### src/rtl/rsq_pkg.sv
// Shared types and constants of the rotated sprite quad expander.
// Holds the particle side-band record, fixed-point widths and the CORDIC arctangent table.
// No dependencies.
package rsq_pkg;

  localparam int ZW = 36;
  localparam int XW = 32;
  localparam int OW = 34;
  localparam int ATAN_ENTRIES = 24;

  localparam logic signed [ZW-1:0] TWO_PI_Z  = 36'sd26986075409;
  localparam logic signed [ZW-1:0] PI_Z      = TWO_PI_Z / 2;
  localparam logic signed [ZW-1:0] HALF_PI_Z = TWO_PI_Z / 4;

  localparam logic signed [20:0] RECIP_TWO_PI = 21'sd667544;
  localparam int RECIP_SHIFT = 38;

  localparam logic signed [XW-1:0] CORDIC_GAIN = 32'sd652032874;
  localparam logic signed [XW-1:0] ONE_Q30     = 32'sd1073741824;

  localparam logic signed [OW:0] SAT_MAX = 35'sd2147483647;
  localparam logic signed [OW:0] SAT_MIN = -35'sd2147483648;

  localparam logic [1:0] CORNER_LL = 2'd0;
  localparam logic [1:0] CORNER_LR = 2'd1;
  localparam logic [1:0] CORNER_UR = 2'd2;
  localparam logic [1:0] CORNER_UL = 2'd3;

  localparam logic [29:0] ATAN_Q30 [ATAN_ENTRIES] = '{
    30'h3243F6A8, 30'h1DAC6705, 30'h0FADBAFC, 30'h07F56EA6, 30'h03FEAB76, 30'h01FFD55B,
    30'h00FFFAAA, 30'h007FFF55, 30'h003FFFEA, 30'h001FFFFD, 30'h000FFFFF, 30'h0007FFFF,
    30'h0003FFFF, 30'h0001FFFF, 30'h0000FFFF, 30'h00007FFF, 30'h00003FFF, 30'h00001FFF,
    30'h00000FFF, 30'h000007FF, 30'h000003FF, 30'h000001FF, 30'h000000FF, 30'h0000007F
  };

  typedef struct packed {
    logic signed [31:0] cx;
    logic signed [31:0] cy;
    logic [30:0]        h;
    logic [15:0]        tl;
    logic [15:0]        tt;
    logic [15:0]        tr;
    logic [15:0]        tb;
    logic [31:0]        color;
    logic               last;
    logic               zero;
  } side_t;

  typedef struct packed {
    logic signed [OW-1:0] pa;
    logic signed [OW-1:0] na;
    logic signed [OW-1:0] pb;
    logic signed [OW-1:0] nb;
  } offs_t;

endpackage

### src/rtl/rsq_cordic_stage.sv
// One registered rotation-mode CORDIC iteration with a fixed shift of STEP.
// Depends on rsq_pkg for widths, the arctangent table and the side-band record.
module rsq_cordic_stage import rsq_pkg::*; #(
  parameter int STEP = 0
) (
  input  logic                 clk,
  input  logic                 rst_n,
  input  logic                 adv,
  input  logic                 in_valid,
  input  logic signed [XW-1:0] in_x,
  input  logic signed [XW-1:0] in_y,
  input  logic signed [ZW-1:0] in_z,
  input  logic                 in_neg,
  input  side_t                in_side,
  output logic                 out_valid,
  output logic signed [XW-1:0] out_x,
  output logic signed [XW-1:0] out_y,
  output logic signed [ZW-1:0] out_z,
  output logic                 out_neg,
  output side_t                out_side
);

  localparam logic signed [ZW-1:0] DZ = $signed({4'b0000, ATAN_Q30[STEP], 2'b00});

  logic                 v_r;
  logic signed [XW-1:0] x_r, y_r, x_nxt, y_nxt, dx, dy;
  logic signed [ZW-1:0] z_r, z_nxt;
  logic                 neg_r;
  side_t                side_r;

  always_comb begin
    dx = in_y >>> STEP;
    dy = in_x >>> STEP;
    if (!in_z[ZW-1]) begin
      x_nxt = in_x - dx;
      y_nxt = in_y + dy;
      z_nxt = in_z - DZ;
    end else begin
      x_nxt = in_x + dx;
      y_nxt = in_y - dy;
      z_nxt = in_z + DZ;
    end
  end

  always_ff @(posedge clk) begin
    if (!rst_n) begin
      v_r <= 1'b0;
    end else if (adv) begin
      v_r <= in_valid;
    end
  end

  always_ff @(posedge clk) begin
    if (adv) begin
      x_r    <= x_nxt;
      y_r    <= y_nxt;
      z_r    <= z_nxt;
      neg_r  <= in_neg;
      side_r <= in_side;
    end
  end

  assign out_valid = v_r;
  assign out_x     = x_r;
  assign out_y     = y_r;
  assign out_z     = z_r;
  assign out_neg   = neg_r;
  assign out_side  = side_r;

endmodule

### config.mk
export PLATFORM = sky130hd
export DESIGN_NAME = rsq_cordic_stage
export DESIGN_NICKNAME = d
export VERILOG_FILES = /design/src/rtl/rsq_pkg.sv /design/src/rtl/rsq_cordic_stage.sv
export SDC_FILE = /design/constraint.sdc
export NUM_CORES = 1
export LEC_CHECK = 0
export BUFFER_PORTS_ARGS = -buffer_cell sky130_fd_sc_hd__buf_2
export CAP_MARGIN = 30
export CORE_AREA = 4 4 230 232
export CTS_CLUSTER_DIAMETER = 50
export DETAILED_ROUTE_END_ITERATION = 8
export DIE_AREA = 0 0 234 236
export PLACE_DENSITY_LB_ADDON = 0.3
export SLEW_MARGIN = 30
export SYNTH_ARGS = -nofsm -noshare
export SYNTH_HDL_FRONTEND = slang
export SYNTH_SLANG_ARGS = --single-unit
### constraint.sdc
create_clock -name clk -period 3.4 [get_ports clk]
set_clock_uncertainty 0.1 [all_clocks]
set_input_delay 0.17 -clock clk [delete_from_list [all_inputs] [get_ports clk]]
set_output_delay 0.17 -clock clk [all_outputs]
set_load 0.02 [all_outputs]
**Word level (Yosys, flattened, before mapping)**

Cells that the tools add are included.

- $add $sub $neg: 5
- Muxes and demuxes: 3

Operators by type and width:

| operator | number |
|---|---|
| $mux 32 | 2 |
| $sub 32x32->32 | 2 |
| $add 36x33->36 const B | 1 |
| $mux 36 | 1 |
| $sub 36x33->36 const B | 1 |
| $add 32x32->32 | 1 |

- Register bits: 295
- Input port bits: 298
- Output and inout port bits: 295
- Logic and storage cells: 23

**Depth between registers and ports, before layout**

- Depth after elaboration: 2
- Gate-level depth with buffers: 13
- Gate-level depth less buffers: 12

**Worst setup path before layout**

OpenSTA, ideal clock, no wires.

- Path type: input port to flip-flop
- From: input port in_z[35]
- To: register z_r[34] (netlist: out_z[34]) (data pin)
- Setup time: 264 ps
- Data arrival time: 3310 ps
- Data required time: 3036 ps
- Setup slack: -274 ps
- Cell stages on the path: 13
- Buffers on the path: 2
- Cell sequence: inv_1 -> clkbuf_1 -> buf_1 -> ha_1 -> a211oi_2 -> nor4b_2 -> or4b_4 -> a41oi_2 -> o21ai_2 -> a221oi_4 -> a211o_1 -> a31oi_1 -> xor2_1

- Cells in the longest elaborated chain, start to end: 1

RTL lines:

| element | line | source |
|---|---|---|
| from (decl) | rsq_cordic_stage.sv:12 | `input logic signed [ZW-1:0] in_z,` |
| $mux 36 | rsq_cordic_stage.sv:34 | `if (!in_z[ZW-1]) begin` |
| named net z_nxt[34] | rsq_cordic_stage.sv:27 | `logic signed [ZW-1:0] z_r, z_nxt;` |
| to (signal assigned) | rsq_cordic_stage.sv:57 | `z_r <= z_nxt;` |
| to (decl) | rsq_cordic_stage.sv:27 |  |

The timed path passes the listed nets, and every way through them passes these cells.
A chain may end at the register's enable or synchronous reset.

**Worst setup path after layout**

- From: input port in_y[0]
- To: register y_r[30] (netlist: out_y[30]) (data pin)

- Cells in the longest elaborated chain, start to end: 2
- Elaborated cells between the ends (all ways): 3
- Classes of those cells: add/sub (2); mux (1)

RTL lines:

| element | line | source |
|---|---|---|
| from (decl) | rsq_cordic_stage.sv:11 | `input logic signed [XW-1:0] in_y,` |
| $add 32x32->32 or $sub 32x32->32 (tied branches) | rsq_cordic_stage.sv:36, rsq_cordic_stage.sv:40 |  |
| $mux 32 * | rsq_cordic_stage.sv:34 |  |
| named net y_nxt[30] | rsq_cordic_stage.sv:26 | `logic signed [XW-1:0] x_r, y_r, x_nxt, y_nxt, dx, dy;` |
| to (signal assigned) | rsq_cordic_stage.sv:56 | `y_r <= y_nxt;` |
| to (decl) | rsq_cordic_stage.sv:26 |  |

The timed path passes the listed nets; every way through them passes the cells marked *.

==> flow_metrics.tcl <==
set metrics [dict create \
    antenna_found_initial 19 \
    cpMostUsedCell "a21o_1" \
    max_freq_ghz 0.306 \
    grt_pass1_vias 14800 \
    layout.nets 2651 \
    cpPeakStageDelay_ns 0.54 \
    worstSetupPathType "input pin to flop" \
    fp.dieW_um 234 \
    rsz0062_at_grt "no" \
    post_drt_wl_per_cell_um 24.0 \
    cts_post_setup_buffers_inserted 0 \
    reg2reg_slack_ns 2.11 \
    min-delay-start "in_z[6]" \
    p_total_mw 12.0 \
    synth-seq-area-share_pct 55.6 \
    hold_viol 0 \
    min_to "out_z[6]$_DFFE_PP_" \
    cts-root-buf "clkbuf_16" \
    ys_warn_count 0 \
    gp_congestion 1.01 \
    placed_cell_area_um2 20100 \
    cp.required_ns 3.59 \
    ys_async_sr_fraction_pct 0 \
    netlist_area_um2 15900 \
    design_area_um2 23700 \
    worst_pin_slew_ns 0.956 \
    clkTransAtPathRegs_ns 0.06 \
    drc 0 \
    maxCapViolCount 0 \
    rr_worst_depth 3 \
    hold_depth 4 \
    vdd_drop_max_v 0.000358 \
    timing.hold.ws_ns 0.0423 \
    ys.flop_type "edfxtp_1" \
    hold_path_class "input pin to flop" \
    start_kind "input pin" \
    hpwl_um 54900 \
    grtUsageTotal_pct 24.3 \
    worstSkewPairLatency_ns 0.56 \
    synth.largest_area_cell "edfxtp_1" \
    ios 593 \
    syn_nets 1769 \
    area_growth_pct 49.2 \
    finalSetupViolations 0 \
    fin_crit_sh_pct 96.3 \
    dp.cells 2644 \
    worstReg2RegEnd "out_valid$_SDFFE_PN0P_" \
    min_period_ns 3.27 \
    synth_seq_cells 294 \
    drive_above_1_share_pct 34.4 \
    overflow 0 \
    dr.pass1.iters 6 \
    arrival_ns 3.46 \
    cts_made_buffers 43 \
    reg2reg_from "out_valid$_SDFFE_PN0P_" \
    cp_cell_sequence "dlygate4sd3_1 > buf_2 > ha_1 > fa_2 > nor2b_1 > o211ai_2 > a21oi_2 > a211o_1 > a21o_1 > a32o_1 > a21o_1 > a211oi_1 > o211ai_1" \
    numPortBuffers 592 \
    cp_slowest_cell "dlygate4sd3_1" \
    drtIter0Drc 1333 \
    synth_cells 1337 \
    cts_sinks 294 \
    cts_tree "built" \
    dieArea_um2 55200 \
    postSynthAreaPerCell_um2 11.9 \
    ys_types 77 \
    relSlewSlack_pct 35.7 \
    fp-row-count 83 \
    clock_path_buffers 3 \
    netlist_top_cells_area "edfxtp_1, ha_1, a21oi_1, xnor2_1, inv_1" \
    coreArea_um2 51000 \
    ant_nets 0 \
    setup_slack_ns 0.127 \
    crit_path_end_kind "flop" \
    vias 14700 \
    initial_core_util_pct 31.1 \
    status "finished, final reports clean" \
    totalWireLength_um 70700 \
    synth_edf_count 293 \
    finalNonFillerCells 2941 \
    grt_max_degree 75 \
    leakagePower_nw 10.5 \
    p_per_area_nw_per_um2 506 \
    pre_cts_ws_ns -0.139 \
    crit_fanout 4 \
    vias_per_cell 4.98 \
    cts-htree-levels 2 \
    maxSlewViolCount 0 \
    grt_pass1_wl_um 98900 \
    synth_top_area_share_pct 55.4 \
    die_y_um 236 \
]
==> critical path, delay by kind of cell <==
kind / cells / cell delay [ns]
AND/OR/NAND/NOR: 1 / 0.17
adder cells (fa/ha/maj): 2 / 0.59
buffers and inverters: 2 / 0.68
AO/OA/AOI/OAI: 8 / 1.84
==> per-stage QoR <==
stage	setup TNS, ns	util (%)
finish	0	46.4
global route	0	46.4
CTS	0	46.4
detailed placement	-0.139	39.5
global placement	-0.0587	39.5
floorplan	0	-
==> cell usage after synthesis (7+ instances only) <==
cell / instances
edfxtp_1: 293
ha_1: 131
a21oi_1: 130
inv_1: 101
o21ai_0: 75
nor2_1: 72
nand2_1: 71
xnor2_1: 69
a21o_1: 41
o21bai_1: 26
clkbuf_1: 22
nor2b_1: 19
nand3_1: 17
xor2_1: 17
nand2b_1: 15
mux2i_1: 14
o21a_1: 14
nand4_1: 13
nor4_1: 13
a211oi_1: 12
nor3_1: 12
buf_1: 11
buf_2: 11
a31oi_1: 10
o211ai_1: 10
and2_1: 8
o31ai_1: 8
a211o_1: 7
==> where the power goes <==
group / total, mW / switching (mW) / internal [mW]
logic: 3.06 / 1.90 / 1.16
registers: 4.60 / 0.122 / 4.48
clock network: 4.33 / 1.82 / 2.52
==> cell families (layout without fill, tap and decap cells) <==
kind of cell / Yosys count / count (layout) / synth area share (%)
fa+ha+maj: 134 / 134 / 10.7
mux: 15 / 15 / 0.954
compound gates: 398 / 398 / 16.3
buf+inv: 149 / 1066 / 3.68
simple gates: 261 / 261 / 8.01
other cells: 0 / 7 / 0
xor+xnor: 86 / 86 / 4.75
flops: 294 / 294 / 55.6
==> flip-flops by register name, summed over array words and instances (netlist names) <==
name and count:
out_y 32, out_z 36, out_valid 1, out_neg 1
out_x 31, out_side 193
==> what timing repair did <==
action,4_1_cts,5_1_grt
hold buffers,210,0
resized for setup,0,5
hold endpoints to repair,234,0
endpoints found under the setup margin,0,4
==> cell type report <==
type                            instances  area [um^2]
Antenna cell                            7         17.5
Clock buffer                           48         1120
Tap cell                              680          851
Timing Repair Buffer                  884         5730
Clock inverter                         32          280
Multi-Input combinational cell        894         6490
Fill cell                            4744        27300
Inverter                              102          383
Sequential cell                       294         8820
==> metal layers <==
layer,part of all wire [%],global-route usage [%],up-vias
met2,51,43.6,649
met5,0.11,0,-
met3,6.6,5.13,153
li1,-,-,6734
met4,5.0,10.7,12
met1,38,27.8,7102
==> layout by cell type (no fill, tap or decap), types with 12 or more instances in the layout <==
| cell | instances |
|---|---|
| a211oi_1 | 12 |
| a21o_1 | 41 |
| a21oi_1 | 128 |
| buf_2 | 591 |
| buf_4 | 79 |
| clkbuf_16 | 44 |
| dlygate4sd3_1 | 210 |
| edfxtp_1 | 293 |
| ha_1 | 131 |
| inv_1 | 100 |
| mux2i_1 | 14 |
| nand2_1 | 71 |
| nand2b_1 | 15 |
| nand3_1 | 17 |
| nand4_1 | 13 |
| nor2_1 | 72 |
| nor2b_1 | 19 |
| nor3_1 | 12 |
| nor4_1 | 13 |
| o21a_1 | 14 |
| o21ai_0 | 75 |
| o21bai_1 | 26 |
| xnor2_1 | 69 |
| xor2_1 | 17 |
==> worst max path at each step <==
stage                  start                  end  slack, ns
floorplan           in_z[35]  out_z[34]$_DFFE_PP_       0.03
global placement     in_x[1]  out_y[24]$_DFFE_PP_      -0.06
detailed placement   in_x[1]  out_y[24]$_DFFE_PP_      -0.14
CTS                  in_y[0]  out_y[30]$_DFFE_PP_       0.06
global route         in_y[0]  out_y[30]$_DFFE_PP_       0.05
finish               in_y[0]  out_y[30]$_DFFE_PP_       0.13
(Power assumes the default switching activity.)
