--- config.mk ---
export PLATFORM = sky130hd
export DESIGN_NAME = rsq_angle_reduce
export DESIGN_NICKNAME = d
export VERILOG_FILES = /design/src/rtl/rsq_pkg.sv /design/src/rtl/rsq_angle_reduce.sv
export SDC_FILE = /design/constraint.sdc
export NUM_CORES = 2
export LEC_CHECK = 0
export ABC_AREA = 1
export BUFFER_PORTS_ARGS = -buffer_cell sky130_fd_sc_hd__buf_4
export CAP_MARGIN = 10
export CORE_MARGIN = 4
export CORE_UTILIZATION = 55
export DETAILED_ROUTE_END_ITERATION = 16
export PLACE_DENSITY = 0.89
export SLEW_MARGIN = 15
export SYNTH_ARGS = -nofsm -noshare
export SYNTH_HDL_FRONTEND = slang
export SYNTH_SLANG_ARGS = --single-unit
--- constraint.sdc ---
create_clock -name clk -period 5.35 [get_ports clk]
set_clock_uncertainty 0.05 [all_clocks]
set_input_delay 0 -clock clk [delete_from_list [all_inputs] [get_ports clk]]
set_output_delay 0 -clock clk [all_outputs]
set_load 0.005 [all_outputs]
--- src/rtl/rsq_pkg.sv ---
// Shared types and constants of the rotated sprite quad expander.
// Holds the particle side-band record, fixed-point widths and the CORDIC arctangent table.
// No dependencies.
package rsq_pkg;

  localparam int ZW = 36;
  localparam int XW = 32;
  localparam int OW = 34;
  localparam int ATAN_ENTRIES = 24;

  localparam logic signed [ZW-1:0] TWO_PI_Z  = 36'sd26986075409;
  localparam logic signed [ZW-1:0] PI_Z      = TWO_PI_Z / 2;
  localparam logic signed [ZW-1:0] HALF_PI_Z = TWO_PI_Z / 4;

  localparam logic signed [20:0] RECIP_TWO_PI = 21'sd667544;
  localparam int RECIP_SHIFT = 38;

  localparam logic signed [XW-1:0] CORDIC_GAIN = 32'sd652032874;
  localparam logic signed [XW-1:0] ONE_Q30     = 32'sd1073741824;

  localparam logic signed [OW:0] SAT_MAX = 35'sd2147483647;
  localparam logic signed [OW:0] SAT_MIN = -35'sd2147483648;

  localparam logic [1:0] CORNER_LL = 2'd0;
  localparam logic [1:0] CORNER_LR = 2'd1;
  localparam logic [1:0] CORNER_UR = 2'd2;
  localparam logic [1:0] CORNER_UL = 2'd3;

  localparam logic [29:0] ATAN_Q30 [ATAN_ENTRIES] = '{
    30'h3243F6A8, 30'h1DAC6705, 30'h0FADBAFC, 30'h07F56EA6, 30'h03FEAB76, 30'h01FFD55B,
    30'h00FFFAAA, 30'h007FFF55, 30'h003FFFEA, 30'h001FFFFD, 30'h000FFFFF, 30'h0007FFFF,
    30'h0003FFFF, 30'h0001FFFF, 30'h0000FFFF, 30'h00007FFF, 30'h00003FFF, 30'h00001FFF,
    30'h00000FFF, 30'h000007FF, 30'h000003FF, 30'h000001FF, 30'h000000FF, 30'h0000007F
  };

  typedef struct packed {
    logic signed [31:0] cx;
    logic signed [31:0] cy;
    logic [30:0]        h;
    logic [15:0]        tl;
    logic [15:0]        tt;
    logic [15:0]        tr;
    logic [15:0]        tb;
    logic [31:0]        color;
    logic               last;
    logic               zero;
  } side_t;

  typedef struct packed {
    logic signed [OW-1:0] pa;
    logic signed [OW-1:0] na;
    logic signed [OW-1:0] pb;
    logic signed [OW-1:0] nb;
  } offs_t;

endpackage

--- src/rtl/rsq_angle_reduce.sv ---
// Angle reduction pipeline: five stages that take the Q16.16 angle to a Q32 angle
// folded into [-pi/2, pi/2] with a negate flag. Depends on rsq_pkg.
module rsq_angle_reduce import rsq_pkg::*; (
  input  logic                 clk,
  input  logic                 rst_n,
  input  logic                 adv,
  input  logic                 in_valid,
  input  logic signed [31:0]   in_angle,
  input  side_t                in_side,
  output logic                 out_valid,
  output logic signed [ZW-1:0] out_z,
  output logic                 out_neg,
  output side_t                out_side
);

  logic                 v1_r, v2_r, v3_r, v4_r, v5_r;
  side_t                side1_r, side2_r, side3_r, side4_r, side5_r;
  logic signed [52:0]   prod1_r, prod1_nxt;
  logic signed [31:0]   ang1_r;
  logic signed [14:0]   quo;
  logic signed [50:0]   qc2_r, qc2_nxt;
  logic signed [47:0]   a2_r;
  logic signed [50:0]   diff;
  logic signed [ZW-1:0] rr3_r, rr3_nxt;
  logic signed [ZW-1:0] z4_r, z4_nxt;
  logic signed [ZW-1:0] z5_r, z5_nxt;
  logic                 neg5_r, neg5_nxt;

  always_comb begin
    prod1_nxt = in_angle * RECIP_TWO_PI;
    quo       = prod1_r[52:RECIP_SHIFT];
    qc2_nxt   = quo * TWO_PI_Z;
    diff      = a2_r - qc2_r;
    if (diff < 0) begin
      rr3_nxt = ZW'(diff + TWO_PI_Z);
    end else if (diff >= TWO_PI_Z) begin
      rr3_nxt = ZW'(diff - TWO_PI_Z);
    end else begin
      rr3_nxt = ZW'(diff);
    end
    z4_nxt   = (rr3_r > PI_Z) ? rr3_r - TWO_PI_Z : rr3_r;
    z5_nxt   = z4_r;
    neg5_nxt = 1'b0;
    if (z4_r > HALF_PI_Z) begin
      z5_nxt   = z4_r - PI_Z;
      neg5_nxt = 1'b1;
    end else if (z4_r < -HALF_PI_Z) begin
      z5_nxt   = z4_r + PI_Z;
      neg5_nxt = 1'b1;
    end
  end

  always_ff @(posedge clk) begin
    if (!rst_n) begin
      v1_r <= 1'b0;
      v2_r <= 1'b0;
      v3_r <= 1'b0;
      v4_r <= 1'b0;
      v5_r <= 1'b0;
    end else if (adv) begin
      v1_r <= in_valid;
      v2_r <= v1_r;
      v3_r <= v2_r;
      v4_r <= v3_r;
      v5_r <= v4_r;
    end
  end

  always_ff @(posedge clk) begin
    if (adv) begin
      prod1_r <= prod1_nxt;
      ang1_r  <= in_angle;
      side1_r <= in_side;
      qc2_r   <= qc2_nxt;
      a2_r    <= {ang1_r, 16'h0000};
      side2_r <= side1_r;
      rr3_r   <= rr3_nxt;
      side3_r <= side2_r;
      z4_r    <= z4_nxt;
      side4_r <= side3_r;
      z5_r    <= z5_nxt;
      neg5_r  <= neg5_nxt;
      side5_r <= side4_r;
    end
  end

  assign out_valid = v5_r;
  assign out_z     = z5_r;
  assign out_neg   = neg5_r;
  assign out_side  = side5_r;

endmodule

# Word level (Yosys, flattened, before mapping)
# Cells that the tools add are included.
[totals]
ff_bits = 1244
out_inout_bits = 231
wordCells = 82
[classes]
add_sub_neg = 6
mul = 2
magnitude_cmp = 5
muxes = 6
[ops]
columns = ["cell", "count"]
rows = [
  ["$mux 36", 5],
  ["$sub 36x36->36 const B", 2],
  ["$ge 51x36->1 const B", 1],
  ["$lt 51x1->1 const B", 1],
  ["$mul 15x36->51 const B", 1],
  ["$sub 48x51->51", 1],
  ["$mul 32x18->50 const B", 1],
  ["$add 36x35->36 const B", 1],
  ["$add 36x36->36 const B", 1],
  ["$gt 36x34->1 const B", 1],
  ["$gt 36x35->1 const B", 1],
  ["$lt 36x34->1 const B", 1],
  ["$sub 36x35->36 const B", 1],
  ["$mux 1", 1],
]

# Longest topological paths before layout
[logic_depth]
depth_word = 4
mapped_depth = 26
ltp_nobuf = 26

# Least setup slack after synthesis
# OpenSTA, ideal clock, no wires.
[synth_path]
path_kind = "register to register"
from = "register prod1_r[42]"
to = "register qc2_r[47] (data pin)"
setup_ns = 0.260
t_arrival_ns = 5.488
path_slack_ns = -0.448
path_stages_with_launch = 25
n_path_buf = 0
period_less_slack_ns = 5.798
path_cell_list = "edfxtp_1 -> fa_1 -> inv_1 -> fa_1 -> fa_1 -> inv_1 -> fa_1 -> fa_1 -> inv_1 -> fa_1 -> inv_1 -> ha_1 -> a21oi_1 -> inv_1 -> a31oi_1 -> o21ai_0 -> nand2_1 -> o211ai_1 -> a21oi_1 -> inv_1 -> nand3_1 -> nand2_1 -> nand3_1 -> nand3_1 -> xor2_1"
[synth_via]
elab_chain_cells = 1
[synth_lines]
columns = ["item", "line_no", "text"]
rows = [
  ["start: declaration", "rsq_angle_reduce.sv:18", "logic signed [52:0] prod1_r, prod1_nxt;"],
  ["start signal: assignment", "rsq_angle_reduce.sv:71", "prod1_r <= prod1_nxt;"],
  ["$mul 15x36->51", "rsq_angle_reduce.sv:32", "qc2_nxt = quo * TWO_PI_Z;"],
  ["named net qc2_nxt[47]", "rsq_angle_reduce.sv:21", "logic signed [50:0] qc2_r, qc2_nxt;"],
  ["end signal: assignment", "rsq_angle_reduce.sv:74", "qc2_r <= qc2_nxt;"],
  ["end: declaration", "rsq_angle_reduce.sv:21", ""],
]
# The timed path passes the listed nets, and every way through them passes these cells.
# A chain may end at the register's enable or synchronous reset.

# Worst setup path in the final report
[layout_path]
from = "register prod1_r[46]"
to = "register qc2_r[46] (data pin)"
# The elaborated chain is that of the path after synthesis.

==> results by group <==
CTS
  – CTS max path bufs: 3
  – Worst-skew pair later-pin latency: a little under 800 ps
  – # clock sinks: roughly 1200
  – CTS Root Cell: clkbuf_16
  – CTS H-tree depth: 3
  – Clk pin slew, worst setup/hold paths: around 70 ps
  – CTS buffer count: ~110
  – TritonCTS clock tree: done

Timing
  – Fin. max-slew vios: 0
  – PnR worst setup slack: -444 ps
  – Period utilisation layout: 1.08
  – RSZ-0062 raised after global routing: true
  – Min Clock Period, post-route: 5790 ps
  – Rel. slew slack: 0.292
  – Final Setup Violations: 29
  – Slew @ Worst Pin: approximately 1100 ps
  – Fin. Hold Viols: 0
  – FMAX: approximately 170 MHz
  – Worst hold slack: 52.2 ps

Layout
  – Area growth syn-to-layout: 27.3%
  – Share of layout cells above drive strength 1: 0.188
  – Layout Nets: between 7000 and 8000

Hold path
  – Hold Crit Class: in -> reg

Critical path
  – Worst Setup Start Kind: flop
  – CP Class: reg -> reg
  – Crit-path max FO: 5
  – Required time worst endpoint: 5780 ps
  – Worst setup EP type: flop
  – Cell Chain, Critical Path: fa_1 -> inv_2 -> buf_4 -> buf_4 -> fa_2 -> inv_1 -> fa_2 -> fa_1 -> fa_1 -> ha_1 -> ha_4 -> a21oi_1 -> inv_1 -> a21oi_2 -> o221ai_2 -> a21oi_2 -> buf_4 -> nor2_4 -> nor2_4 -> o21bai_1 -> xor2_1
  – CP max stage cell: fa_1
  – Critical Path AT: 6220 ps
  – Critical Path Max Stage Delay: about 590 ps

Synth
  – Largest family of logic cells by synthesized area: adder cells
  – Synth top area share: 0.556
  – Post-Synth Simple-Gate Area: 0.112
  – Synth Area in Compound Gates: 0.0409
  – Register area share after synthesis: 0.557
  – Mux contribution to synthesized area: 0.000173
  – Syn avg cell area: ~12 sq um
  – Top FF cell, synth: edfxtp_1
  – Yosys warnings: 0
  – Leading post-synthesis cells by cell area: edfxtp_1 (56%), fa_1 (12%), ha_1 (8.3%)
  – Post-synth EDFFs: 1204
  – Cells after Synth: about 5500
  – Post-Synth XOR/XNOR Area: 0.0267
  – Synth area leader: edfxtp_1
  – Synth Cell Area: 65000 sq um
  – Asr flop ratio synth: 0
  – Cell variety after synth: 57
  – Syn nets: ~6600
  – Seq cells post-synth: approximately 1200
  – Adder-cell share of the synthesized area: 0.200

Route
  – DR pass1 iterations: 6
  – Vias: about 47000
  – Post-Route WL: slightly below 200000 um
  – Antenna viol nets, final: 0
  – Avg WL per Cell: roughly 23 um
  – Vias per cell: about 5.5
  – DRT iter0 DRCs: between 4000 and 5000
  – DR DRC count: 0

Placement
  – RePlAce Congestion: between 0.9 and 1
  – DP Wirelength: between 100000 and 150000 um
  – Port Buf Inserts: 459

GRT
  – Vias in the first global route: between 40000 and 50000
  – Total track usage: 0.307
  – Initial antenna violation count: 12
  – Grt total ovfl: 0
  – Global-route wire length before repair: 283000 um
  – Largest net degree at the start of global routing: approximately 170

Floorplanning
  – Die area: around 120000 sq um
  – Starting Density: 0.557
  – Die Y: between 300 and 400 um
  – Core ar.: ~120000 sq um
  – Die W: around 350 um
  – Row cnt: 125
  – Num ports: 460

Job
  – Max_cap viols: 0

Outcome
  – Outcome: complete, but fails checks
  – Failing checks: negative setup slack
-- timing repair --
action                                  in CTS  in global routing
resized for setup                          107                166
endpoints found under the hold margin      328                  0
pin swaps                                   61                100
gates cloned                                 0                  0
buffers inserted                            16                 23
endpoints found under the setup margin      31                 39
hold buffers                               416                  0
-- sequential cells by signal, indices dropped and copies added (netlist names), 15 cells and up --
register and cells:
ang1_r 32, side1_r 193, z4_r 36, a2_r 32
side2_r 193, side3_r 193, side4_r 193, out_z 36
rr3_r 36, qc2_r 51, prod1_r 15, out_side 193
-- metal layers --
| metal | vias up | wire (um) | track usage |
|---|---|---|---|
| met2 | 2355 | 102000 | 0.554 |
| met5 | - | 0 | 0 |
| met1 | 22500 | 67600 | 0.348 |
| li1 | 21000 | - | - |
| met3 | 697 | 14300 | 0.0565 |
| met4 | 0 | 13100 | 0.163 |
-- Yosys cell counts, types with 5 or more instances --
library cell	instances
clkinv_1	5
nand2_1	1040
nand4_1	63
o2111ai_1	6
o221ai_1	5
a21o_1	5
nor4_1	14
edfxtp_1	1204
nand3_1	176
o21ai_0	173
nor2_1	364
xor2_1	154
a21oi_1	183
clkbuf_1	39
nor2_2	11
ha_1	430
o21bai_1	15
a21boi_0	5
o211ai_1	17
o21ai_1	9
a41oi_1	5
a31oi_1	23
dfxtp_1	5
xnor2_1	35
inv_1	1008
or2_2	6
nand2_2	13
o21a_1	8
a211oi_1	7
fa_1	381
nand3b_1	9
nor3_1	52
inv_2	17
-- worst paths after layout --
| check | startpoint | depth (start not counted) | to | slack (ps) |
|---|---|---|---|---|
| setup / recovery | prod1_r[46] | 21 | qc2_r[46] | -440 |
| hold reg to reg | side1_r[24] | 0 | side2_r[24] | 330 |
| setup reg to reg | prod1_r[46] | 21 | qc2_r[46] | -440 |
| hold / removal | in_side[177] | 2 | side1_r[177] | 50 |
-- area by class of cell --
cell class / instances / area, sq um
Timing Repair Buffer: 1269 / 10800
Multi-Input combinational cell: 3247 / 26100
Inverter: 1030 / 3900
Clock inverter: 65 / 771
Fill cell: 7403 / 34100
Sequential cell: 1209 / 36300
Tap cell: 1524 / 1910
Clock buffer: 150 / 3060
Antenna cell: 11 / 27.5
-- cell usage in the layout, fill, tap and decap left out, types with 17 or more instances in the layout --
cell	Yosys	final
a21oi_1	183	154
a21oi_2	0	23
buf_4	1	813
buf_6	2	30
clkbuf_1	39	29
clkbuf_16	0	114
clkinv_1	5	19
clkinv_2	0	19
dlygate4sd3_1	0	416
edfxtp_1	1204	1204
fa_1	381	368
ha_1	430	386
ha_4	0	39
inv_1	1008	964
inv_2	17	53
nand2_1	1040	1019
nand2_2	13	27
nand3_1	176	170
nand4_1	63	63
nor2_1	364	342
nor2_2	11	22
nor3_1	52	52
o211ai_1	17	17
o21ai_0	173	162
xnor2_1	35	26
xor2_1	154	150
-- critical path: cells and delay by family, from the launching register on --
kind	cells	cell delay [ps]
buf+inv	6	660
compound gates	5	870
xor+xnor	1	150
simple gates	2	180
flops	1	420
fa+ha+maj	7	3200
-- per-stage QoR --
stage / instance area (sq um) / TNS, ps / worst slack, ps / instances / util
5_1_grt: 82800 / -9140 / -551 / 8503 / 0.708
3_5_place_dp: 73200 / -13180 / -765 / 7840 / 0.627
4_1_cts: 81800 / -2930 / -326 / 8483 / 0.701
2_1_floorplan: 65200 / -588 / -163 / 5533 / -
6_report: 82800 / -4940 / -444 / 8505 / 0.709
3_3_place_gp: 73200 / -9920 / -687 / 7840 / 0.627
-- logic make-up (layout without fill, tap and decap cells) --
family | Yosys count | after routing
AO/OA/AOI/OAI | 475 | 475
XOR/XNOR | 194 | 194
adder cells (fa/ha/maj) | 811 | 811
buffers and inverters | 1077 | 2514
flip-flops | 1209 | 1209
multiplexers | 1 | 1
other | 0 | 11
AND/OR/NAND/NOR | 1766 | 1766
Power is left out: the tool's default activity adds up to more than one toggle a clock period on the data nets, which glitch-free logic cannot reach.
