===== src/rtl/rsq_pkg.sv =====
// Shared types and constants of the rotated sprite quad expander.
// Holds the particle side-band record, fixed-point widths and the CORDIC arctangent table.
// No dependencies.
package rsq_pkg;

  localparam int ZW = 36;
  localparam int XW = 32;
  localparam int OW = 34;
  localparam int ATAN_ENTRIES = 24;

  localparam logic signed [ZW-1:0] TWO_PI_Z  = 36'sd26986075409;
  localparam logic signed [ZW-1:0] PI_Z      = TWO_PI_Z / 2;
  localparam logic signed [ZW-1:0] HALF_PI_Z = TWO_PI_Z / 4;

  localparam logic signed [20:0] RECIP_TWO_PI = 21'sd667544;
  localparam int RECIP_SHIFT = 38;

  localparam logic signed [XW-1:0] CORDIC_GAIN = 32'sd652032874;
  localparam logic signed [XW-1:0] ONE_Q30     = 32'sd1073741824;

  localparam logic signed [OW:0] SAT_MAX = 35'sd2147483647;
  localparam logic signed [OW:0] SAT_MIN = -35'sd2147483648;

  localparam logic [1:0] CORNER_LL = 2'd0;
  localparam logic [1:0] CORNER_LR = 2'd1;
  localparam logic [1:0] CORNER_UR = 2'd2;
  localparam logic [1:0] CORNER_UL = 2'd3;

  localparam logic [29:0] ATAN_Q30 [ATAN_ENTRIES] = '{
    30'h3243F6A8, 30'h1DAC6705, 30'h0FADBAFC, 30'h07F56EA6, 30'h03FEAB76, 30'h01FFD55B,
    30'h00FFFAAA, 30'h007FFF55, 30'h003FFFEA, 30'h001FFFFD, 30'h000FFFFF, 30'h0007FFFF,
    30'h0003FFFF, 30'h0001FFFF, 30'h0000FFFF, 30'h00007FFF, 30'h00003FFF, 30'h00001FFF,
    30'h00000FFF, 30'h000007FF, 30'h000003FF, 30'h000001FF, 30'h000000FF, 30'h0000007F
  };

  typedef struct packed {
    logic signed [31:0] cx;
    logic signed [31:0] cy;
    logic [30:0]        h;
    logic [15:0]        tl;
    logic [15:0]        tt;
    logic [15:0]        tr;
    logic [15:0]        tb;
    logic [31:0]        color;
    logic               last;
    logic               zero;
  } side_t;

  typedef struct packed {
    logic signed [OW-1:0] pa;
    logic signed [OW-1:0] na;
    logic signed [OW-1:0] pb;
    logic signed [OW-1:0] nb;
  } offs_t;

endpackage


===== src/rtl/rsq_vertex_out.sv =====
// Vertex serialiser: holds one particle and sends its four corners through a registered
// output stage, one beat per ready cycle, with saturated positions. Depends on rsq_pkg.
module rsq_vertex_out import rsq_pkg::*; (
  input  logic         clk,
  input  logic         rst_n,
  input  logic         in_valid,
  input  offs_t        in_offs,
  input  side_t        in_side,
  output logic         take,
  output logic         out_tvalid,
  input  logic         out_tready,
  output logic [127:0] out_tdata,
  output logic [2:0]   out_tuser,
  output logic         out_tlast
);

  logic                rec_v_r;
  logic [1:0]          cnt_r;
  offs_t               rec_offs_r;
  side_t               rec_side_r;
  logic                load_out;
  logic signed [OW-1:0] offx, offy;
  logic signed [OW:0]  sumx, sumy;
  logic [31:0]         vx_nxt, vy_nxt;
  logic [15:0]         u_nxt, v_nxt;
  logic                out_v_r;
  logic [127:0]        data_r;
  logic [2:0]          user_r;
  logic                last_r;

  function automatic logic [31:0] sat32(input logic signed [OW:0] s);
    if (s > SAT_MAX) begin
      return 32'h7FFF_FFFF;
    end else if (s < SAT_MIN) begin
      return 32'h8000_0000;
    end
    return s[31:0];
  endfunction

  assign load_out = rec_v_r && (!out_v_r || out_tready);
  assign take     = !rec_v_r || (load_out && (cnt_r == CORNER_UL));

  always_comb begin
    case (cnt_r)
      CORNER_LL: begin
        offx  = rec_offs_r.nb;
        offy  = rec_offs_r.na;
        u_nxt = rec_side_r.tl;
        v_nxt = rec_side_r.tt;
      end
      CORNER_LR: begin
        offx  = rec_offs_r.pa;
        offy  = rec_offs_r.nb;
        u_nxt = rec_side_r.tr;
        v_nxt = rec_side_r.tt;
      end
      CORNER_UR: begin
        offx  = rec_offs_r.pb;
        offy  = rec_offs_r.pa;
        u_nxt = rec_side_r.tr;
        v_nxt = rec_side_r.tb;
      end
      default: begin
        offx  = rec_offs_r.na;
        offy  = rec_offs_r.pb;
        u_nxt = rec_side_r.tl;
        v_nxt = rec_side_r.tb;
      end
    endcase
    sumx   = (OW+1)'(rec_side_r.cx) + (OW+1)'(offx);
    sumy   = (OW+1)'(rec_side_r.cy) + (OW+1)'(offy);
    vx_nxt = sat32(sumx);
    vy_nxt = sat32(sumy);
  end

  always_ff @(posedge clk) begin
    if (!rst_n) begin
      rec_v_r <= 1'b0;
      cnt_r   <= CORNER_LL;
      out_v_r <= 1'b0;
    end else begin
      if (take) begin
        rec_v_r <= in_valid;
        cnt_r   <= CORNER_LL;
      end else if (load_out) begin
        cnt_r <= cnt_r + 2'd1;
      end
      if (!out_v_r || out_tready) begin
        out_v_r <= rec_v_r;
      end
    end
  end

  always_ff @(posedge clk) begin
    if (take) begin
      rec_offs_r <= in_offs;
      rec_side_r <= in_side;
    end
    if (load_out) begin
      data_r <= {rec_side_r.color, v_nxt, u_nxt, vy_nxt, vx_nxt};
      user_r <= {cnt_r == CORNER_UL, cnt_r};
      last_r <= (cnt_r == CORNER_UL) && rec_side_r.last;
    end
  end

  assign out_tvalid = out_v_r;
  assign out_tdata  = data_r;
  assign out_tuser  = user_r;
  assign out_tlast  = last_r;

endmodule


===== config.mk =====
export PLATFORM = sky130hd
export DESIGN_NAME = rsq_vertex_out
export DESIGN_NICKNAME = d
export VERILOG_FILES = /design/src/rtl/rsq_pkg.sv /design/src/rtl/rsq_vertex_out.sv
export SDC_FILE = /design/constraint.sdc
export NUM_CORES = 1
export LEC_CHECK = 0
export BUFFER_PORTS_ARGS = -buffer_cell sky130_fd_sc_hd__buf_4
export CAP_MARGIN = 20
export CORE_ASPECT_RATIO = 1.1
export CORE_MARGIN = 2
export CORE_UTILIZATION = 50
export CTS_BUF_LIST = sky130_fd_sc_hd__clkbuf_8
export DETAILED_ROUTE_END_ITERATION = 7
export PLACE_DENSITY_LB_ADDON = 0.15
export SLEW_MARGIN = 20
export SYNTH_ARGS = -nofsm -noshare
export SYNTH_HDL_FRONTEND = slang
export SYNTH_SLANG_ARGS = --single-unit
export TNS_END_PERCENT = 100

===== constraint.sdc =====
create_clock -name clk -period 7.7 [get_ports clk]
set_clock_uncertainty 0.1 [all_clocks]
set_input_delay 0.77 -clock clk [delete_from_list [all_inputs] [get_ports clk]]
set_output_delay 0.77 -clock clk [all_outputs]
set_load 0.005 [all_outputs]

# == Word level (Yosys, flattened, before mapping) ==
# Cells that the tools add are included.
# W data, S select, Z words.
# op_classes
n_addsub,3
magnitude_cmp,4
eq_ne,3
muxes,14
n_bitwise,1
reduce_logical,11
# ops
operator,n
$pmux W34 S3,2
$mux W32,6
$add A32 B34 Y35,2
$gt A35 B32 Y1 const B,2
$lt A35 B32 Y1 const B,2
$mux W16,2
$reduce_or A2 Y1,3
$eq A2 B2 Y1 const B,2
$mux W1,4
$logic_and A1 B1 Y1,3
$add A2 B1 Y2 const B,1
$eq A2 B1 Y1 const B,1
$logic_not A1 Y1,2
$logic_not A2 Y1,1
$logic_or A1 B1 Y1,2
$not A1 Y1,1
# totals
regBits,433
out_inout_bits,134
wordCells,54

# == Logic depth before layout (Yosys ltp) ==
# depth
ltp_word,7
mapped_depth,20
ltp_nobuf,16

# == Worst setup path after synthesis ==
# Ideal clock, no wire load.
# synth_path
kind,register -> output
startpoint,register cnt_r[0]
endpoint,output take
arrival_ns,7.061
path_slack_ns,-0.231
stages_incl_launch_ff,6
cell_sequence,dfxtp_1 ha_1 clkbuf_1 buf_1 a21oi_1 inv_1
# synth_between
elab_chain_len,3
# synth_lines
item,line_no,text
start: declaration,rsq_vertex_out.sv:18,logic [1:0] cnt_r;
start signal: assignment,rsq_vertex_out.sv:86,cnt_r <= cnt_r + 2'd1;
$eq A2 B2 Y1,rsq_vertex_out.sv:41,assign take = !rec_v_r || (load_out && (cnt_r == CORNER_UL));
$logic_and A1 B1 Y1,rsq_vertex_out.sv:41,
$logic_or A1 B1 Y1,rsq_vertex_out.sv:41,
end: declaration,rsq_vertex_out.sv:9,"output logic take,"
# No other way between the ends.

# == Final worst setup path ==
# layout_path
startpoint,register cnt_r[1]
endpoint,"register data_r[48], in the netlist out_tdata[48] (data pin)"
# layout_between
elab_chain_len,7
word_cells_on_any_way,11
# layout_lines
item,line_no,text
$eq A2 B2 Y1 (tied with other cells),rsq_vertex_out.sv:44,case (cnt_r)
$pmux W34 S3 *,rsq_vertex_out.sv:44,
$add A32 B34 Y35 *,rsq_vertex_out.sv:71,sumy = (OW+1)'(rec_side_r.cy) + (OW+1)'(offy);
$lt A35 B32 Y1,rsq_vertex_out.sv:34,end else if (s < SAT_MIN) begin
$mux W1,rsq_vertex_out.sv:34,
$mux W1,rsq_vertex_out.sv:32,if (s > SAT_MAX) begin
$mux W32 *,rsq_vertex_out.sv:37,return s[31:0];
via vy_nxt[16],rsq_vertex_out.sv:24,"logic [31:0] vx_nxt, vy_nxt;"
end signal: assignment,rsq_vertex_out.sv:100,"data_r <= {rec_side_r.color, v_nxt, u_nxt, vy_nxt, vx_nxt};"
end: declaration,rsq_vertex_out.sv:27,logic [127:0] data_r;
# Mark *: on every way through the listed nets, which the timed path passes. The rest lies on a longest branch.
# A chain may end at the register's enable or synchronous reset.

==> impl_metrics.prom <==
# TYPE chip_impl_metric gauge
chip_impl_info{name="worstSetupStartpointType",value="flip-flop"} 1
chip_impl_info{name="endpoint_kind",value="flip-flop"} 1
chip_impl_metric{name="final.period_utilization",unit="%"} 74.52
chip_impl_metric{name="timing.slew.headroom",unit="%"} 30.99
chip_impl_metric{name="r2r_cells",unit=""} 18
chip_impl_metric{name="cellInternalPower",unit="W"} 0.004360
chip_impl_metric{name="fin_hold_ws",unit="ns"} 0.2096
chip_impl_metric{name="power.share.combinational",unit="%"} 18.6
chip_impl_metric{name="synth.net_count",unit=""} 1715
chip_impl_info{name="worst_r2r_endpoint",value="out_tdata[48]"} 1
chip_impl_metric{name="clkSlewWorstSetupHoldPaths",unit="ns"} 0.06
chip_impl_metric{name="largest_net_degree_at_the_start_of_global_routing",unit=""} 175
chip_impl_metric{name="critical_path_required",unit="ns"} 8.08
chip_impl_metric{name="number_of_sinks_driven_by_the_clock_tree",unit=""} 433
chip_impl_info{name="cpLargestDelayFamily",value="compound AO/OA/AOI/OAI gates"} 1
chip_impl_info{name="most-common-layout-cells",value="443 x sky130_fd_sc_hd__buf_4, 429 x sky130_fd_sc_hd__edfxtp_1, 106 x sky130_fd_sc_hd__inv_1"} 1
chip_impl_metric{name="max_cap_viol_count",unit=""} 0
chip_impl_metric{name="worst-path-max-fanout",unit=""} 38
chip_impl_info{name="clk_root_buffer_cell",value="sky130_fd_sc_hd__clkbuf_8"} 1
chip_impl_metric{name="worst_skew_pair_later_pin_latency",unit="ns"} 0.63
chip_impl_metric{name="finalMaxSlewViolations",unit=""} 0
chip_impl_metric{name="ports",unit=""} 467
chip_impl_metric{name="final_hpwl_dp",unit="microns"} 37720
chip_impl_metric{name="synth_enable_flop_cells",unit=""} 429
chip_impl_metric{name="setup_total_negative_slack",unit="ns"} 0
chip_impl_metric{name="gp_congestion",unit=""} 0.8716
chip_impl_metric{name="die-width",unit="microns"} 190.7
chip_impl_metric{name="grt_usage",unit="%"} 25.46
chip_impl_metric{name="drive_gt1_share",unit="%"} 32.20
chip_impl_info{name="yosys_most_used_dff",value="sky130_fd_sc_hd__edfxtp_1"} 1
chip_impl_metric{name="powerDensity",unit="mW/mm^2"} 245.9
chip_impl_metric{name="setup-violations-final",unit=""} 0
chip_impl_metric{name="via_count",unit=""} 12970
chip_impl_metric{name="syn_inst",unit=""} 1308
chip_impl_metric{name="post_cts_buffers",unit=""} 0
chip_impl_metric{name="pwr-share-clk",unit="%"} 32.1
chip_impl_info{name="worstSetupStartpoint",value="cnt_r[1]"} 1
chip_impl_metric{name="post_synth.cell_area_avg",unit="sq um"} 14.66
chip_impl_metric{name="sw_frac_of_total",unit="%"} 27.07
chip_impl_metric{name="post-layout-total-power",unit="W"} 0.005978
chip_impl_metric{name="vias_in_the_first_global_route",unit=""} 13130
chip_impl_metric{name="first_iter_violations",unit=""} 1055
chip_impl_info{name="status",value="finished clean"} 1
chip_impl_info{name="hp-class",value="primary input to flip-flop"} 1
chip_impl_metric{name="cts.path.max_buffers",unit=""} 3
chip_impl_metric{name="numCtsBuffers",unit=""} 72
chip_impl_info{name="layout.cells.most_common",value="sky130_fd_sc_hd__buf_4"} 1
chip_impl_metric{name="synth_async_sr_flop_share",unit="%"} 0
chip_impl_metric{name="worst_pin_slew",unit="ns"} 1.035
chip_impl_metric{name="power.sequential.fraction",unit="%"} 49.3
chip_impl_info{name="setup.worst_path.end",value="out_tdata[48]"} 1
chip_impl_info{name="grt_setup_unrepaired",value="no"} 1
chip_impl_metric{name="synth_area",unit="sq mm"} 0.01918
chip_impl_metric{name="maxClockFrequency",unit="MHz"} 174.3
chip_impl_metric{name="residual_drc_count",unit=""} 0
chip_impl_info{name="cts_tree",value="built"} 1
chip_impl_metric{name="p_leak",unit="nW"} 9.805
chip_impl_info{name="worst_path_cell_trace",value="inv_1 -> ha_2 -> buf_4 -> a22oi_1 -> nand2_1 -> mux2_2 -> inv_1 -> fa_1 -> nor2b_1 -> o2111ai_1 -> a211oi_1 -> a211o_1 -> a31oi_1 -> o21a_1 -> o21ai_1 -> o31a_1 -> buf_4 -> a21o_1"} 1
chip_impl_metric{name="global_route_wire_length_before_repair",unit="microns"} 75570
chip_impl_metric{name="area_growth_syn_to_layout",unit="%"} 26.73
chip_impl_metric{name="drt_pass1_iterations",unit=""} 8
chip_impl_metric{name="rows",unit=""} 75
chip_impl_metric{name="overflow",unit=""} 0
chip_impl_metric{name="power_switching",unit="W"} 0.001618
chip_impl_metric{name="irDropWorstVdd",unit="mV"} 0.1899
chip_impl_metric{name="cp_data_arrival_time",unit="ns"} 6.12
chip_impl_metric{name="detail-route-antenna-nets",unit=""} 0
chip_impl_metric{name="h_tree_lvls",unit=""} 3
chip_impl_metric{name="post_drt_wl_per_cell",unit="microns"} 22.23
chip_impl_metric{name="finalWorstPathRequiredPeriod",unit="ns"} 5.738
chip_impl_metric{name="floorplan.die_area",unit="sq mm"} 0.03994
chip_impl_metric{name="final_net_count",unit=""} 2180
chip_impl_metric{name="register_to_register_setup_slack",unit="ns"} 1.96
chip_impl_metric{name="grt_antenna_before_repair",unit=""} 3
chip_impl_metric{name="synthesis.yosys.warnings",unit=""} 0
chip_impl_metric{name="worst-path-stages",unit=""} 18
chip_impl_metric{name="hold_viol_final",unit=""} 0
chip_impl_info{name="reg_to_reg_critical_path_startpoint",value="cnt_r[1]"} 1
chip_impl_metric{name="ys_ff_latch",unit=""} 433
chip_impl_metric{name="synth.yosys.seq_area_share",unit="%"} 67.58
chip_impl_metric{name="viasPerCell",unit=""} 5.573
chip_impl_metric{name="postCtsResizedCells",unit=""} 0
chip_impl_metric{name="slowest_delay",unit="ns"} 0.73
chip_impl_metric{name="cts-hold-fix-buffers",unit=""} 0
chip_impl_metric{name="die_height",unit="microns"} 209.4
chip_impl_metric{name="place.port_buffers",unit=""} 434
chip_impl_metric{name="synth_cell_types",unit=""} 58
chip_impl_metric{name="core",unit="sq mm"} 0.03801
chip_impl_metric{name="detail_route.wirelength",unit="microns"} 51750
chip_impl_metric{name="worstPathBufferInverterCount",unit=""} 4
chip_impl_metric{name="floorplan.initialDensity",unit="%"} 50.47
chip_impl_info{name="path_class",value="flip-flop to flip-flop"} 1
chip_impl_info{name="cell_type_of_the_slowest_stage_on_the_worst_timing_path",value="sky130_fd_sc_hd__ha_2"} 1
-- state kept, by name (all words and copies together) (netlist names) --
register	count
rec_side_r	161
rec_offs_r	136
out_tdata	128
out_tuser	3
cnt_r	2
out_tlast	1
out_tvalid	1
rec_v_r	1
-- synth_stat cells (13+ instances only) --
cell type | number | area [sq um]
sky130_fd_sc_hd__a21o_1 | 44 | 330.3
sky130_fd_sc_hd__xor2_1 | 28 | 245.2
sky130_fd_sc_hd__a21oi_1 | 68 | 340.3
sky130_fd_sc_hd__edfxtp_1 | 429 | 12880
sky130_fd_sc_hd__a222oi_1 | 66 | 660.6
sky130_fd_sc_hd__mux2_2 | 34 | 382.9
sky130_fd_sc_hd__mux2i_1 | 66 | 660.6
sky130_fd_sc_hd__o21a_1 | 15 | 112.6
sky130_fd_sc_hd__o21ai_1 | 13 | 65.06
sky130_fd_sc_hd__nand3_1 | 14 | 70.07
sky130_fd_sc_hd__nor3_1 | 15 | 75.07
sky130_fd_sc_hd__nand2_1 | 56 | 210.2
sky130_fd_sc_hd__nor2_1 | 40 | 150.1
sky130_fd_sc_hd__ha_1 | 72 | 900.9
sky130_fd_sc_hd__inv_1 | 86 | 322.8
sky130_fd_sc_hd__o21ai_0 | 56 | 280.3
sky130_fd_sc_hd__xnor2_1 | 31 | 271.5
sky130_fd_sc_hd__clkbuf_1 | 33 | 123.9
-- area by class of cell --
class | instances | area, sq um
Clock buffer | 72 | 991.0
Timing Repair Buffer | 444 | 3346
Sequential cell | 433 | 12960
Antenna cell | 2 | 5.005
Clock inverter | 55 | 350.3
Tap cell | 500 | 625.6
Inverter | 86 | 331.6
Multi-Input combinational cell | 736 | 5695
Fill cell | 2877 | 13700
-- power groups by stage --
stage          logic, W  clock network (W)  registers [W]
6_report        0.00111            0.00192        0.00295
2_1_floorplan  0.000662                  0        0.00300
3_3_place_gp    0.00109                  0        0.00299
5_1_grt         0.00122            0.00206        0.00296
4_1_cts         0.00111            0.00197        0.00295
3_5_place_dp    0.00111                  0        0.00300
-- how the worst min path moves through the flow --
stage	start	end	slack, ns	cells after the start
final	in_side[70]	rec_side_r[70]	0.21	1
after global routing	in_side[38]	rec_side_r[38]	0.17	1
after CTS	in_side[70]	rec_side_r[70]	0.15	1
after detailed placement	rec_side_r[15]	out_tdata[109]	0.30	0
after global placement	rec_side_r[31]	out_tdata[125]	0.30	0
after floorplan	rec_side_r[6]	out_tdata[100]	0.30	0
-- metrics by stage --
| stage | std cells | worst slack, ns | utilization (%) | cell area [sq um] |
|---|---|---|---|---|
| finish | 2328 | 1.962 | 63.96 | 24310 |
| global route | 2326 | 1.676 | 63.94 | 24300 |
| CTS | 2326 | 1.856 | 63.94 | 24300 |
| detailed placement | 2199 | 1.962 | 60.41 | 22960 |
| global placement | 2199 | 2.127 | 60.41 | 22960 |
| floorplan | 1308 | 1.376 | - | 19180 |
-- layer usage --
metal | vias to the layer above | track usage, % | wire length [microns]
met2 | 587 | 42.87 | 25620
met1 | 6224 | 29.72 | 19320
met3 | 80 | 8.612 | 5132
li1 | 6081 | - | -
met5 | - | 0 | 13
met4 | 2 | 10.64 | 1670
-- cells by family (layout without fill, tap and decap cells) --
logic type,count (synthesis),in the layout,share of synthesized area (%)
fa+ha+maj,74,74,4.906
simple gates,165,165,4.038
compound gates,338,338,12.51
buf+inv,139,657,2.831
flops,433,433,67.58
other cells,0,2,0
mux,100,100,5.441
xor+xnor,59,59,2.694
(Power assumes the default switching activity.)
